--- src/ppurp_pkg.sv ---
// ----------------------------------------------------------------------------
// ppurp_pkg
// Shared types and constants of the video unit's CPU register port.
// ----------------------------------------------------------------------------
`default_nettype none

package ppurp_pkg;

  // Memory address widths
  localparam int OAM_AW = 8;   // 256 bytes of OAM
  localparam int NT_AW  = 11;  // two 1 KiB nametable banks
  localparam int PAL_AW = 5;   // 32 palette bytes
  localparam int PAT_AW = 13;  // 8 KiB pattern store
  localparam int BUS_AW = 14;  // video bus address

  // Operation codes
  localparam logic [2:0] OP_REG_READ  = 3'd0;
  localparam logic [2:0] OP_REG_WRITE = 3'd1;
  localparam logic [2:0] OP_OAM_DMA   = 3'd2;
  localparam logic [2:0] OP_VBL_ENTER = 3'd3;
  localparam logic [2:0] OP_VBL_EXIT  = 3'd4;

  // Port register numbers
  localparam logic [2:0] REG_CTRL     = 3'd0;
  localparam logic [2:0] REG_MASK     = 3'd1;
  localparam logic [2:0] REG_STATUS   = 3'd2;
  localparam logic [2:0] REG_OAM_ADDR = 3'd3;
  localparam logic [2:0] REG_OAM_DATA = 3'd4;
  localparam logic [2:0] REG_SCROLL   = 3'd5;
  localparam logic [2:0] REG_ADDR     = 3'd6;
  localparam logic [2:0] REG_DATA     = 3'd7;

  // Mirroring modes
  localparam logic [1:0] MIR_HORZ = 2'd0;
  localparam logic [1:0] MIR_VERT = 2'd1;
  localparam logic [1:0] MIR_LOW  = 2'd2;
  localparam logic [1:0] MIR_HIGH = 2'd3;

  // Palette page starts at 0x3F00 on the bus
  localparam logic [5:0] PAL_PAGE = 6'h3F;

  // One accepted request
  typedef struct packed {
    logic [2:0] operation;
    logic [2:0] register_index;
    logic [7:0] oam_index;
    logic [7:0] data_byte;
  } req_t;

  // Post-reset clearing sweep, shared by all memories
  typedef struct packed {
    logic              active;
    logic [PAT_AW-1:0] index;
  } clr_t;

endpackage

`default_nettype wire

--- src/ppurp_oam.sv ---
// ----------------------------------------------------------------------------
// ppurp_oam
// 256-byte object attribute memory, one write and one registered read port.
// ----------------------------------------------------------------------------
`default_nettype none

module ppurp_oam (
  input  wire logic                           clk,
  input  wire ppurp_pkg::clr_t                clr,
  input  wire logic                           wr_en,
  input  wire logic [ppurp_pkg::OAM_AW-1:0]   wr_addr,
  input  wire logic [7:0]                     wr_data,
  input  wire logic                           rd_en,
  input  wire logic [ppurp_pkg::OAM_AW-1:0]   rd_addr,
  output logic      [7:0]                     rd_data
);
  import ppurp_pkg::*;

  logic [7:0]        mem [0:(1<<OAM_AW)-1];
  logic              we;
  logic [OAM_AW-1:0] waddr;
  logic [7:0]        wdata;

  // zero the array during the sweep
  assign we    = clr.active | wr_en;
  assign waddr = clr.active ? clr.index[OAM_AW-1:0] : wr_addr;
  assign wdata = clr.active ? 8'h00 : wr_data;

  always_ff @(posedge clk) begin
    if (we) begin
      mem[waddr] <= wdata;
    end
    if (rd_en) begin
      rd_data <= mem[rd_addr];
    end
  end

endmodule

`default_nettype wire

--- config.mk ---
export PLATFORM = sky130hd
export DESIGN_NAME = ppurp_oam
export DESIGN_NICKNAME = d
export VERILOG_FILES = /design/src/ppurp_pkg.sv /design/src/ppurp_oam.sv
export SDC_FILE = /design/constraint.sdc
export NUM_CORES = 2
export LEC_CHECK = 0
export ABC_CLOCK_PERIOD_IN_PS = 24800
export BUFFER_PORTS_ARGS = -buffer_cell sky130_fd_sc_hd__buf_2
export CAP_MARGIN = 25
export CORE_AREA = 2 2 346 348
export CTS_CLUSTER_SIZE = 16
export DETAILED_ROUTE_END_ITERATION = 10
export DIE_AREA = 0 0 348 350
export PLACE_DENSITY = 0.84
export SETUP_SLACK_MARGIN = 0.5
export SLEW_MARGIN = 20
export SYNTH_ARGS = -nofsm -noshare
export SYNTH_HDL_FRONTEND = slang
export SYNTH_SLANG_ARGS = --single-unit
--- constraint.sdc ---
create_clock -name clk -period 24.8 [get_ports clk]
set_input_delay 3.72 -clock clk [delete_from_list [all_inputs] [get_ports clk]]
set_output_delay 3.72 -clock clk [all_outputs]
set_load 0.01 [all_outputs]
==> results.json <==
{
  "coreArea_mm2": 0.118,
  "die_w_um": 348,
  "cp_max_fo": 110,
  "hpwl_um": 106000,
  "drtPass1Iterations": 10,
  "grt_util_all_layers_pct": 34.1,
  "area_delta_synth_final_pct": 9.58,
  "worstPathArrival_ns": 9.13,
  "cp-start-kind": "primary input",
  "vdd_drop_max_v": 0.0000953,
  "fin_ws_ns": 16.20,
  "worstHoldPathType": "reg2reg",
  "hold_viol_final": 0,
  "cts_tree": "yes",
  "fin_nets": 3865,
  "post-cts-setup-buffers": 0,
  "timing.final.max_slew_violations": 0,
  "viasPerCell": 7.52,
  "cp-startpoint": "rd_addr[0]",
  "period_share_pct": 34.7,
  "drv_cap": 0,
  "status": "completed",
  "max_freq_mhz": 116,
  "ys_ff_latch": 2056,
  "die_h_um": 350,
  "finalCriticalPeriod_ns": 8.60,
  "cts_buffers": 188,
  "setup_tns_ns": 0,
  "placed_area_mm2": 0.0812,
  "worstHoldStart": "mem[214][6]$_DFFE_PP_",
  "setup_viol": 0,
  "mostFrequentLayoutCell": "edfxtp_1",
  "synth_area_mm2": 0.0797,
  "cts_buffer_depth": 3,
  "p_leak_nw": 24.4,
  "drive_gt1_share_pct": 21.9,
  "wl_um": 207000,
  "grt_pass1_vias": 41800,
  "ctsResizeCount": 0,
  "critPathKind": "in2reg",
  "yosysUniqueCellTypes": 49,
  "clock_latency_ns": 0.83,
  "gp_congestion": 0.834,
  "worstPathRequired_ns": 25.33,
  "design_area_mm2": 0.0874,
  "rows": 126,
  "io_pins": 49,
  "slew_headroom_pct": 19.1,
  "syn_avg_cell_area_um2": 21.3,
  "clock_skew_ns": 0.0469,
  "drcViolationCount": 0,
  "vias": 41600,
  "seq_area_frac_synth_pct": 77.4,
  "grt_start_max_net_pins": 257,
  "drtAntennaViolNets": 0,
  "worst_pin_slew_ns": 1.21,
  "grt-ovfl-total": 0,
  "synthCells": 3744,
  "power_density_mw_per_mm2": 80.3,
  "htreeDepth": 4,
  "power_w": 0.00702,
  "place_ws_ns": 15.47,
  "yosys_warnings": 0,
  "cp-end-kind": "register",
  "first_iter_violations": 6848,
  "cts.sinks": 2056,
  "synth_nets": 3785,
  "wl_per_cell_um": 37.4,
  "rsz0062_at_grt": "false",
  "clock_tree.root_cell": "clkbuf_16",
  "port_buffers": 43,
  "dieArea_mm2": 0.122,
  "initial_core_util_pct": 67.7,
  "antenna_found_initial": 7,
  "layout_common_cells": "edfxtp_1 (2,056), mux4_2 (445), nor2_1 (271)",
  "r2r-start": "mem[59][6]$_DFFE_PP_",
  "final_util_pct": 74.2,
  "clk_pin_slew_ns": 0.07,
  "hold_buffers": 0,
  "grt_pass1_wl_um": 293000
}
## final cells by class
class / count / area, um^2
clock inverters: 122 / 955
flip-flops and latches: 2056 / 61700
multi-input cells: 1450 / 16700
diodes: 13 / 32.5
clock buffers: 230 / 4900
inverters: 11 / 41.3
fillers: 5733 / 30400
well taps: 1536 / 1920
repair buffers: 117 / 1100
## worst max-delay path, cell delays in order
cell and delay (ns):
buf_8 0.63, buf_12 0.67, buf_4 0.80, buf_4 0.78, mux4_1 0.71, a22oi_1 0.20
a21oi_1 0.17, or3_1 0.47, o22ai_1 0.51, nor3_1 0.21
## synthesized netlist by cell type (all sizes together)
cell type / instances / area (um^2)
and3b: 2 / 17.5
a221oi: 13 / 120
a21oi: 116 / 581
a31oi: 2 / 12.5
a21o: 2 / 15.0
o32ai: 16 / 140
nor3: 21 / 115
o211ai: 5 / 37.5
o311ai: 1 / 8.76
inv: 11 / 41.3
nor4b: 1 / 15.0
nand2: 51 / 191
nand3b: 1 / 7.51
a221o: 1 / 10.0
nor3b: 1 / 7.51
mux2i: 118 / 1180
nor2b: 14 / 87.6
a22oi: 177 / 1330
nand3: 21 / 105
mux2: 10 / 113
o221ai: 34 / 310
and2: 4 / 25.0
edfxtp: 2056 / 61700
a211oi: 9 / 72.6
mux4: 457 / 10300
buf: 132 / 1090
or2: 7 / 43.8
o21ai: 9 / 45.0
o22ai: 27 / 169
o2bb2ai: 1 / 8.76
clkbuf: 95 / 357
or3: 9 / 56.3
and3: 3 / 18.8
a22o: 8 / 70.1
nor2: 273 / 1020
nor4: 14 / 87.6
or4: 6 / 45.0
nand2b: 16 / 100
## path summary, 6_finish.rpt
| path | to | slack, ns | cells after the start |
|---|---|---|---|
| max | rd_data[1]$_DFFE_PP_ | 16.20 | 10 |
| min reg2reg | rd_data[6]$_DFFE_PP_ | 1.32 | 5 |
| min | rd_data[6]$_DFFE_PP_ | 1.32 | 5 |
| max reg2reg | rd_data[6]$_DFFE_PP_ | 21.52 | 6 |
## metrics by stage
| stage | hold WS (ns) | std cells |
|---|---|---|
| 3_5_place_dp | 1.27 | 5158 |
| 4_1_cts | 1.30 | 5510 |
| 5_1_grt | 1.35 | 5522 |
| 2_1_floorplan | 0.895 | 3744 |
| 3_3_place_gp | 1.25 | 5155 |
| 6_report | 1.32 | 5535 |
## report_power, final
| part | total [W] | internal (W) | switching [W] |
|---|---|---|---|
| Combinational | 0.000350 | 0.000108 | 0.000242 |
| Sequential | 0.00384 | 0.00384 | 0.00000419 |
| Clock | 0.00283 | 0.00153 | 0.00130 |
| Total | 0.00702 | 0.00547 | 0.00155 |
## flip-flops by register name, indices dropped and copies added (netlist names)
| signal | flops |
|---|---|
| rd_data | 8 |
| mem | 2048 |
## routing by layer
metal  routed length (um)  track usage, %  vias to the layer above
met5                  146            1.14                        -
met4                13100            18.1                        8
met2                99300            53.8                     3886
met3                28100            9.51                      799
li1                     -               -                    15900
met1                66100            44.1                    21000
## kinds of logic (layout without fill, tap and decap cells)
group	Yosys count	count (layout)	share of synthesized area, %
AOI/OAI and AO/OA	421	421	3.67
buffers and inverters	238	480	1.87
DFF	2056	2056	77.4
muxes	585	585	14.6
other	0	13	0
and+or+nand+nor	444	444	2.44
Note: power is estimated with default switching activity, not from simulation.
